## src/hdl/okl_pkg.sv

```systemverilog
// Shared types and codes for the ordered key list.
// Used by okl_cell and ordered_key_list; no dependencies.
package okl_pkg;

  localparam int unsigned KeyW      = 32;
  localparam int unsigned CntW      = 7;
  localparam int unsigned DepthDflt = 64;

  typedef logic signed [KeyW-1:0] key_t;
  typedef logic [CntW-1:0]        cnt_t;

  typedef enum logic [1:0] {
    CMD_APPEND  = 2'd0,
    CMD_PREPEND = 2'd1,
    CMD_REMOVE  = 2'd2,
    CMD_DUMP    = 2'd3
  } cmd_e;

  typedef enum logic [1:0] {
    ST_OK       = 2'd0,
    ST_FULL     = 2'd1,
    ST_NOTFOUND = 2'd2,
    ST_EMPTY    = 2'd3
  } status_e;

  typedef enum logic [2:0] {
    OP_HOLD,
    OP_LOAD,
    OP_SHR,
    OP_MATCH,
    OP_CLOSE,
    OP_ROT
  } cell_op_e;

  typedef struct packed {
    cell_op_e op;
    key_t     key;
    cnt_t     len;
  } cell_ctl_t;

endpackage

```

## src/hdl/okl_cell.sv

```systemverilog
// One position of the key chain: holds a key and a match flag.
// Depends on okl_pkg.
module okl_cell #(
  parameter int unsigned IDX = 0
) (
  input  logic              clk_i,
  input  logic              rst_ni,
  input  okl_pkg::cell_ctl_t ctl_i,
  input  okl_pkg::key_t     left_key_i,
  input  okl_pkg::key_t     right_key_i,
  input  okl_pkg::key_t     head_key_i,
  input  logic              seen_i,
  output okl_pkg::key_t     key_o,
  output logic              seen_o
);
  import okl_pkg::*;

  localparam cnt_t Idx = CntW'(IDX);

  key_t key_q;
  logic hit_q;

  assign key_o  = key_q;
  assign seen_o = seen_i | hit_q;

  always_ff @(posedge clk_i or negedge rst_ni) begin
    if (!rst_ni) begin
      hit_q <= 1'b0;
    end else if (ctl_i.op == OP_MATCH) begin
      hit_q <= (key_q == ctl_i.key) && (Idx < ctl_i.len);
    end
  end

  always_ff @(posedge clk_i) begin
    case (ctl_i.op)
      OP_LOAD: begin
        if (Idx == ctl_i.len) key_q <= ctl_i.key;
      end
      OP_SHR: begin
        key_q <= left_key_i;
      end
      OP_CLOSE: begin
        if (seen_o) key_q <= right_key_i;
      end
      OP_ROT: begin
        if (Idx == ctl_i.len - cnt_t'(1)) key_q <= head_key_i;
        else                             key_q <= right_key_i;
      end
      default: begin
      end
    endcase
  end

endmodule

```

## config.mk

```make
export PLATFORM = sky130hd
export DESIGN_NAME = okl_cell
export DESIGN_NICKNAME = d
export VERILOG_FILES = /design/src/hdl/okl_pkg.sv /design/src/hdl/okl_cell.sv
export SDC_FILE = /design/constraint.sdc
export NUM_CORES = 1
export LEC_CHECK = 0
export ABC_AREA = 1
export ABC_CLOCK_PERIOD_IN_PS = 2880
export BUFFER_PORTS_ARGS = -buffer_cell sky130_fd_sc_hd__buf_2
export CAP_MARGIN = 20
export CELL_PAD_IN_SITES_DETAIL_PLACEMENT = 2
export CELL_PAD_IN_SITES_GLOBAL_PLACEMENT = 2
export CORE_AREA = 8 8 97 165
export CTS_BUF_LIST = sky130_fd_sc_hd__clkbuf_4 sky130_fd_sc_hd__clkbuf_8
export DETAILED_ROUTE_END_ITERATION = 10
export DIE_AREA = 0 0 105 173
export GPL_TIMING_DRIVEN = 0
export PLACE_DENSITY = 0.88
export SLEW_MARGIN = 20
export SYNTH_ARGS = -nofsm -noshare
export SYNTH_HDL_FRONTEND = slang
export SYNTH_SLANG_ARGS = --single-unit
export TNS_END_PERCENT = 5
```

## constraint.sdc

```tcl
create_clock -name clk_i -period 2.88 [get_ports clk_i]
set_input_delay 0.288 -clock clk_i [delete_from_list [all_inputs] [get_ports clk_i]]
set_output_delay 0.288 -clock clk_i [all_outputs]
set_load 0.01 [all_outputs]
```

==> flow_summary.ini, run 1 <==
[status]
run_status = finished, final reports clean

[setup_path]
crit_required_ns = 2.89
crit_type = in2reg
reg2reg_slack_ns = 1.17
r2r_end = key_o[6]
cp_data_arrival_time_ns = 1.88
crit_path_max_fanout = 19
start_kind = primary input
r2r-start = hit_q
end_kind = flop
reg2reg_depth = 4

[yosys]
synthDistinctLibCells = 27
synthCells = 459
synth_compound_area_frac = 0.0110
ys_ff_latch = 33
synth_top_family_by_area = simple AND/OR/NAND/NOR gates
syn_nets = 600
yosysSeqAreaShare = 0.320
synthAdderAreaFrac = 0
ys_warn_count = 0
syn_area_per_cell_sq_um = 6.71
syn_area_sq_um = 3080
muxShareOfSynthArea = 0
yosys.area_share.xor_xnor = 0.0484
synth_simple_gate_area_share = 0.488

[floorplanning]
fp.dieW_um = 105
die_y_um = 173
rows = 57
core_sq_um = 13700
start_util = 0.225
io_pins = 174
dieArea_sq_um = 18200

[route]
postRouteAntennaNets = 0
first_iter_violations = 88
vias_per_cell = 4.66
route.detailed.drc = 0
wl_mm = 15.9
via_count = 3842
wire_per_inst_um = 19.3
first_pass_iters = 4

[cts]
htree_levels = 2
clockBufferDepth = 2
cts.clk_slew.worst_paths_ns = 0.08
cts_resized = 0
cts-root-buf = clkbuf_8
clk_latency_ns = 0.30
cts_buffers = 5
cts_tree = yes
clock-sinks = 33

[finish]
fill_cells = 1754
fin_nets = 782
fin_area_sq_um = 4310
area_growth_pct = 40.0
final-seq-area_sq_um = 986
drive_gt1_frac = 0.338
multiInputGateArea_sq_um = 1700

[power]
power_switching_w = 0.000535
cellLeakagePower_nw = 2.23
internal_power_w = 0.000981
switching_share = 0.353
power_density_nw_per_um2 = 352
p_clk_frac = 0.241
p_seq_frac = 0.421
peakVddDrop_mv = 0.132
combPwrFrac = 0.338

[sta]
hold_violations = 0
slew_violations = 0
period_needed_ns = 1.87
max_slew.worst_pin.slew_ns = 0.667
setup_viol_count_final = 0
timing.fmax_mhz = 535
skew_ns = 0.00296
rsz0062_at_grt = no
fin_crit_sh = 0.649
whs_ns = 0.292
relSlewSlack = 0.554

[grt]
gr-total-overflow = 0
grt_usage = 0.170
grt_start_max_net_pins = 20
grt_pass1_wl_mm = 24.5
antenna_found_initial = 5
grt_pass1_vias = 4570

[worst_hold_path]
hold_path_class = in2async

[job]
drv_cap = 0

[placed_design]
dp_hpwl_mm = 13.7
place_area_sq_um = 4200
gp_congestion = 0.825
io_buffers = 173
[flip-flops by register name (all words and copies together), names as in the netlist]
name	count
key_o	32
hit_q	1
[cell usage in the layout (no fill, tap or decap)]
cell type	instances
nand2_4	1
dlygate4sd3_1	1
nand3_1	35
edfxtp_1	32
nand4_1	32
a21oi_4	1
buf_16	1
inv_1	68
inv_2	1
buf_8	1
clkbuf_1	2
o21ai_0	2
nor2_8	1
nand3b_1	33
nor2_4	1
clkbuf_8	5
buf_6	5
nand2_1	178
nand2_2	11
nor3_1	1
nand3b_4	1
xnor2_1	16
nor2_1	18
diode_2	5
buf_2	184
clkinv_2	1
o22ai_1	3
xor2_1	1
or2_2	1
buf_4	1
clkbuf_4	1
dfrtp_1	1
clkinv_1	2
[power by group through the flow]
stage	sequential, W	combinational [W]	clock (W)
floorplan	0.000669	0.000218	0
global placement	0.000649	0.000486	0
detailed placement	0.000650	0.000518	0
CTS	0.000640	0.000523	0.000381
global route	0.000646	0.000564	0.000396
finish	0.000638	0.000512	0.000366
[worst max-delay path by stage]
| stage | slack (ns) | start | depth (start not counted) | to |
|---|---|---|---|---|
| after floorplan | 0.08 | ctl_i[1] | 6 | key_o[0] |
| after global placement | -1.47 | ctl_i[39] | 7 | key_o[6] |
| after detailed placement | 0.66 | ctl_i[1] | 8 | key_o[6] |
| after CTS | 0.99 | ctl_i[1] | 8 | key_o[6] |
| after global routing | 0.92 | ctl_i[3] | 8 | key_o[6] |
| final | 1.01 | ctl_i[1] | 8 | key_o[6] |
[synth_stat cells]
cell type,instances,share of area
or2_2,1,0.0020
nor2_8,1,0.0065
inv_1,68,0.083
xor2_1,1,0.0028
nor3_1,1,0.0016
clkbuf_4,1,0.0024
buf_4,1,0.0024
nand3_1,35,0.057
nor2_4,1,0.0037
a21oi_1,1,0.0016
nand4_1,32,0.065
xnor2_1,16,0.046
buf_6,5,0.018
nor2_1,18,0.022
nand2_2,11,0.022
nand2_4,1,0.0037
o22ai_1,3,0.0061
buf_8,1,0.0049
inv_2,1,0.0012
nand3b_4,1,0.0065
clkbuf_1,2,0.0024
buf_2,11,0.018
dfrtp_1,1,0.0081
nand3b_1,33,0.080
o21ai_0,2,0.0033
edfxtp_1,32,0.31
nand2_1,178,0.22
[per-stage QoR]
step	TNS (ns)	cells	power, W	util	worst slack, ns
after floorplan	0	459	0.000887	-	0.0804
after global placement	-46.80	809	0.00114	0.304	-1.47
after detailed placement	0	810	0.00117	0.307	0.663
after CTS	0	819	0.00154	0.314	0.989
after global routing	0	824	0.00161	0.315	0.918
final	0	824	0.00152	0.315	1.01
[per-layer routing]
metal / GRT usage / wire length, um / vias up
met5: 0 / 0 / -
li1: - / - / 1832
met2: 0.342 / 9190 / 133
met4: 0.0808 / 493 / 0
met3: 0.0264 / 638 / 26
met1: 0.159 / 5600 / 1851
[layout make-up]
cell class | count | area share
Antenna cell | 5 | 0.00290
Tap cell | 177 | 0.0514
Inverter | 69 | 0.0601
Multi-Input combinational cell | 336 | 0.394
Timing Repair Buffer | 175 | 0.210
Clock buffer | 5 | 0.0160
Sequential cell | 33 | 0.229
Clock inverter | 3 | 0.00290
Buffer | 21 | 0.0346
[logic make-up after synthesis]
logic type             Yosys count
AO/OA/AOI/OAI                    6
XOR/XNOR                        17
buffers and inverters           90
flip-flops                      33
AND/OR/NAND/NOR                313
[worst max-delay path, stage by stage]
cell and delay, ns:
buf_2 0.11, nor2_4 0.14, nand2_1 0.07, nor2_1 0.08, nand3_1 0.12, nand3b_1 0.23, a21oi_4 0.57, buf_16 0.25
[timing repair]
item / CTS / global route
hold endpoints to repair: 1 / 0
hold buffers: 1 / 0
buffers inserted: 0 / 0
Note: power is estimated with default switching activity, not from simulation.
==> run 2, diff against run 1 <==
ABC_CLOCK_PERIOD_IN_PS = 1800   (was 2880)
clock period = 1.8 ns   (was 2.88 ns; I/O delays follow)
==> flow_summary.ini, run 2 (synthesized netlist as in run 1, its figures left out) <==
[route]
postRouteAntennaNets = 0
wire_per_inst_um = 19.9
first_pass_iters = 4
route.detailed.drc = 0
wl_mm = 16.4
first_iter_violations = 103
via_count = 3863
vias_per_cell = 4.67

[sta]
period_needed_ns = 1.56
setup_viol_count_final = 0
max_slew.worst_pin.slew_ns = 0.594
slew_violations = 0
timing.fmax_mhz = 642
hold_violations = 0
fin_crit_sh = 0.865
layout_setup_ws_ns = 0.243
skew_ns = 0.00322
relSlewSlack = 0.604
whs_ns = 0.185
rsz0062_at_grt = no

[floorplanning]
dieArea_sq_um = 18200
start_util = 0.225
io_pins = 174
die_y_um = 173
core_sq_um = 13700
rows = 57
fp.dieW_um = 105

[finish]
area_growth_pct = 41.3
fin_nets = 784
fin_area_sq_um = 4350
post-route-util = 0.318
fin_cells = 827
largest_reg_flops = 32
final_common_cell = buf_2
drive_gt1_frac = 0.343
final_cell_mix = buf_2 (184), nand2_1 (178), inv_1 (68)

[cts]
htree_levels = 2
cts_tree = yes
cts-root-buf = clkbuf_8
cts_buffers = 5
clock-sinks = 33
cts.clk_slew.worst_paths_ns = 0.08
clockBufferDepth = 2
cts_resized = 0
clk_latency_ns = 0.30

[setup_path]
end_kind = flop
crit_path_max_fanout = 18
crit_required_ns = 1.86
crit_type = reg2reg
r2r_end = key_o[8]
r2r-start = hit_q
cp_data_arrival_time_ns = 1.61
worstSetupStartpoint = hit_q
reg2reg_slack_ns = 0.24
reg2reg_depth = 4
start_kind = flop

[grt]
grt_usage = 0.176
gr-total-overflow = 0
grt_pass1_vias = 4752
grt_start_max_net_pins = 19
grt_pass1_wl_mm = 25.2
antenna_found_initial = 6

[placed_design]
dp.cells = 810
dp_slack_ns = -0.317
gp_congestion = 0.793
dp_hpwl_mm = 13.9
io_buffers = 173
place_area_sq_um = 4200

[worst_hold_path]
hold-path-cell-count = 3
hold_path_class = in2reg
hold_end = key_o[25]
hold_start = left_key_i[25]

[power]
cellLeakagePower_nw = 2.25
peakVddDrop_mv = 0.221
power_density_nw_per_um2 = 576

[job]
drv_cap = 0

[status]
run_status = finished, final reports clean
## run 2: changes by cell type in the layout (fill, tap and decap cells not counted), sizes merged
cell    delta
diode      +1
buf        +2
clkinv     -3
clkbuf     +3
## run 2: through the flow
stage / total power (W) / setup TNS [ns]
floorplan: 0.00142 / 0
finish: 0.00250 / 0
global route: 0.00265 / 0
CTS: 0.00253 / 0
global placement: 0.00182 / -16.59
detailed placement: 0.00187 / -7.50
## run 2: worst max path at each step
stage,end
4_1_cts,key_o[22]
2_1_floorplan,key_o[0]
3_5_place_dp,key_o[8]
5_1_grt,key_o[8]
6_report,key_o[8]
3_3_place_gp,key_o[8]
## run 2: per-layer routing
metal	GRT usage	up-vias	wire, um
met1	0.165	1861	5800
li1	-	1837	-
met4	0.0826	0	544
met3	0.0283	35	672
met5	0	-	0
met2	0.352	130	9410
## run 2: area by class of cell
class                      count  area [sq um]
sequential                    33           986
tap                          177           221
multi-input combinational    336          1700
antenna                        6          15.0
clock buffer                   8          91.3
inverter                      69           259
fill                        1733          9350
timing repair buffer         177           931
buffer                        21           149
## run 2: power by group
| part | internal, W | leakage, nW | switching (W) |
|---|---|---|---|
| registers | 0.000956 | 0.314 | 0.0000666 |
| logic | 0.000361 | 1.89 | 0.000476 |
| clock network | 0.000321 | 0.0498 | 0.000322 |
| total | 0.00164 | 2.25 | 0.000865 |
## run 2: critical path, stage by stage (launching register included)
cell and delay [ns]:
dfrtp_1 0.40, or2_2 0.31, nor3_1 0.30, a21oi_4 0.11, buf_16 0.19
## run 2: repair_timing
action / CTS / global route
buffers inserted: 0 / 2
hold buffers: 1 / 0
endpoints found under the hold margin: 1 / 0
endpoints found under the setup margin: 0 / 18
==> run 3, diff against run 2 <==
ABC_CLOCK_PERIOD_IN_PS = 1700   (was 1800)
clock period = 1.7 ns   (was 1.8 ns; I/O delays follow)
==> flow_summary.ini, run 3 (synthesized netlist as in run 1, its figures left out) <==
[status]
run_status = finished, final reports clean

[setup_path]
crit_required_ns = 1.75
crit_path_max_fanout = 18
end_kind = flop
cpLargestDelayFamily = simple AND/OR/NAND/NOR gates
cp_slowest_stage_delay_ns = 0.40
reg2reg_depth = 4
reg2reg_slack_ns = 0.14
worst-path-buf-inv = 1
r2r-start = hit_q
r2r_end = key_o[8]
cp_data_arrival_time_ns = 1.61
start_kind = flop
cp_slowest_cell = dfrtp_1
crit_type = reg2reg
worstPathCellList = or2_2 -> nor3_1 -> a21oi_4 -> buf_16

[sta]
rsz0062_at_grt = no
slew_violations = 0
relSlewSlack = 0.597
setup_viol_count_final = 0
skew_ns = 0.00150
max_slew.worst_pin.slew_ns = 0.605
timing.fmax_mhz = 642
fin_crit_sh = 0.916
hold_violations = 0
period_needed_ns = 1.56
whs_ns = 0.176

[grt]
grt_pass1_vias = 4778
grt_start_max_net_pins = 19
grt_pass1_wl_mm = 25.4
grt_usage = 0.177
gr-total-overflow = 0
antenna_found_initial = 6

[route]
via_count = 3890
route.detailed.drc = 0
postRouteAntennaNets = 0
wl_mm = 16.5
vias_per_cell = 4.70
first_iter_violations = 97
wire_per_inst_um = 19.9
first_pass_iters = 4

[power]
p_clk_frac = 0.259
cellLeakagePower_nw = 2.25
combPwrFrac = 0.333
p_seq_frac = 0.408
internal_power_w = 0.00173
peakVddDrop_mv = 0.236
switching_share = 0.347
power_density_nw_per_um2 = 611
power_switching_w = 0.000921
p_total_w = 0.00266

[cts]
clock-sinks = 33
cts_resized = 0
cts_buffers = 5
cts_tree = yes
cts.clk_slew.worst_paths_ns = 0.08
cts-root-buf = clkbuf_8
htree_levels = 2
clk_latency_ns = 0.30
clockBufferDepth = 2

[finish]
final_common_cell = buf_2
drive_gt1_frac = 0.343
final_cell_mix = buf_2 (184), nand2_1 (178), inv_1 (68)
post-route-util = 0.318
fin_cells = 827
fill_cells = 1728
area_growth_pct = 41.3
largest_reg_flops = 32
fin_nets = 784

[floorplanning]
fp.dieW_um = 105
core_sq_um = 13700
dieArea_sq_um = 18200
start_util = 0.225
io_pins = 174
die_y_um = 173
rows = 57

[worst_hold_path]
hold_path_class = in2async

[placed_design]
gp_congestion = 0.793
dp.cells = 810
io_buffers = 173
dp_hpwl_mm = 13.9

[job]
drv_cap = 0
==> run 3: cell counts in the layout (fill, tap and decap cells not counted) <==
Identical to the previous run, type by type.
==> run 3: worst max-delay path by stage <==
stage / from / to / slack (ns) / cells after the start
floorplan: ctl_i[1] / key_o[0] / 0.0004 / 6
global placement: ctl_i[1] / key_o[8] / -0.61 / 7
detailed placement: ctl_i[1] / key_o[8] / -0.41 / 8
CTS: hit_q / key_o[22] / 0.14 / 4
global route: hit_q / key_o[8] / 0.1 / 4
finish: hit_q / key_o[8] / 0.14 / 4
==> run 3: power groups by stage <==
| stage | logic (W) | registers, W | clock network [W] |
|---|---|---|---|
| 2_1_floorplan | 0.000373 | 0.00113 | 0 |
| 3_3_place_gp | 0.000828 | 0.00109 | 0 |
| 3_5_place_dp | 0.000880 | 0.00110 | 0 |
| 4_1_cts | 0.000898 | 0.00108 | 0.000707 |
| 5_1_grt | 0.000976 | 0.00110 | 0.000727 |
| 6_report | 0.000885 | 0.00108 | 0.000687 |
==> run 3: area by class of cell <==
class                   instances  area [sq um]  area share
clock buffers                   8          91.3      0.0210
well taps                     177           221      0.0509
flip-flops and latches         33           986       0.227
plain buffers                  21           149      0.0342
inverters                      69           259      0.0596
multi-input cells             336          1700       0.390
repair buffers                177           931       0.214
diodes                          6          15.0     0.00345
==> run 3: per-stage QoR <==
| step | worst slack (ns) | cell area, sq um | TNS, ns |
|---|---|---|---|
| after floorplan | 0.000376 | 3090 | 0 |
| after global placement | -0.613 | 4180 | -19.47 |
| after detailed placement | -0.407 | 4200 | -10.38 |
| after CTS | 0.143 | 4330 | 0 |
| after global routing | 0.0952 | 4350 | 0 |
| final | 0.142 | 4350 | 0 |
==> run 3: worst reg2reg max path, delay by kind of cell (launching register included) <==
kind / cells / cell delay (ns)
and+or+nand+nor: 2 / 0.60
DFF: 1 / 0.40
buffers and inverters: 1 / 0.19
AOI/OAI and AO/OA: 1 / 0.10
==> run 3: metal layers <==
layer / part of all wire / vias to the layer above / track usage
met4: 0.035 / 0 / 0.0898
met5: 0 / - / 0
met2: 0.57 / 132 / 0.350
met3: 0.042 / 37 / 0.0283
li1: - / 1837 / -
met1: 0.35 / 1884 / 0.166
==> run 3: what timing repair did <==
item	4_1_cts	5_1_grt
setup endpoints to repair	18	0
hold buffers	1	0
endpoints found under the hold margin	1	0
setup buffers	2	0
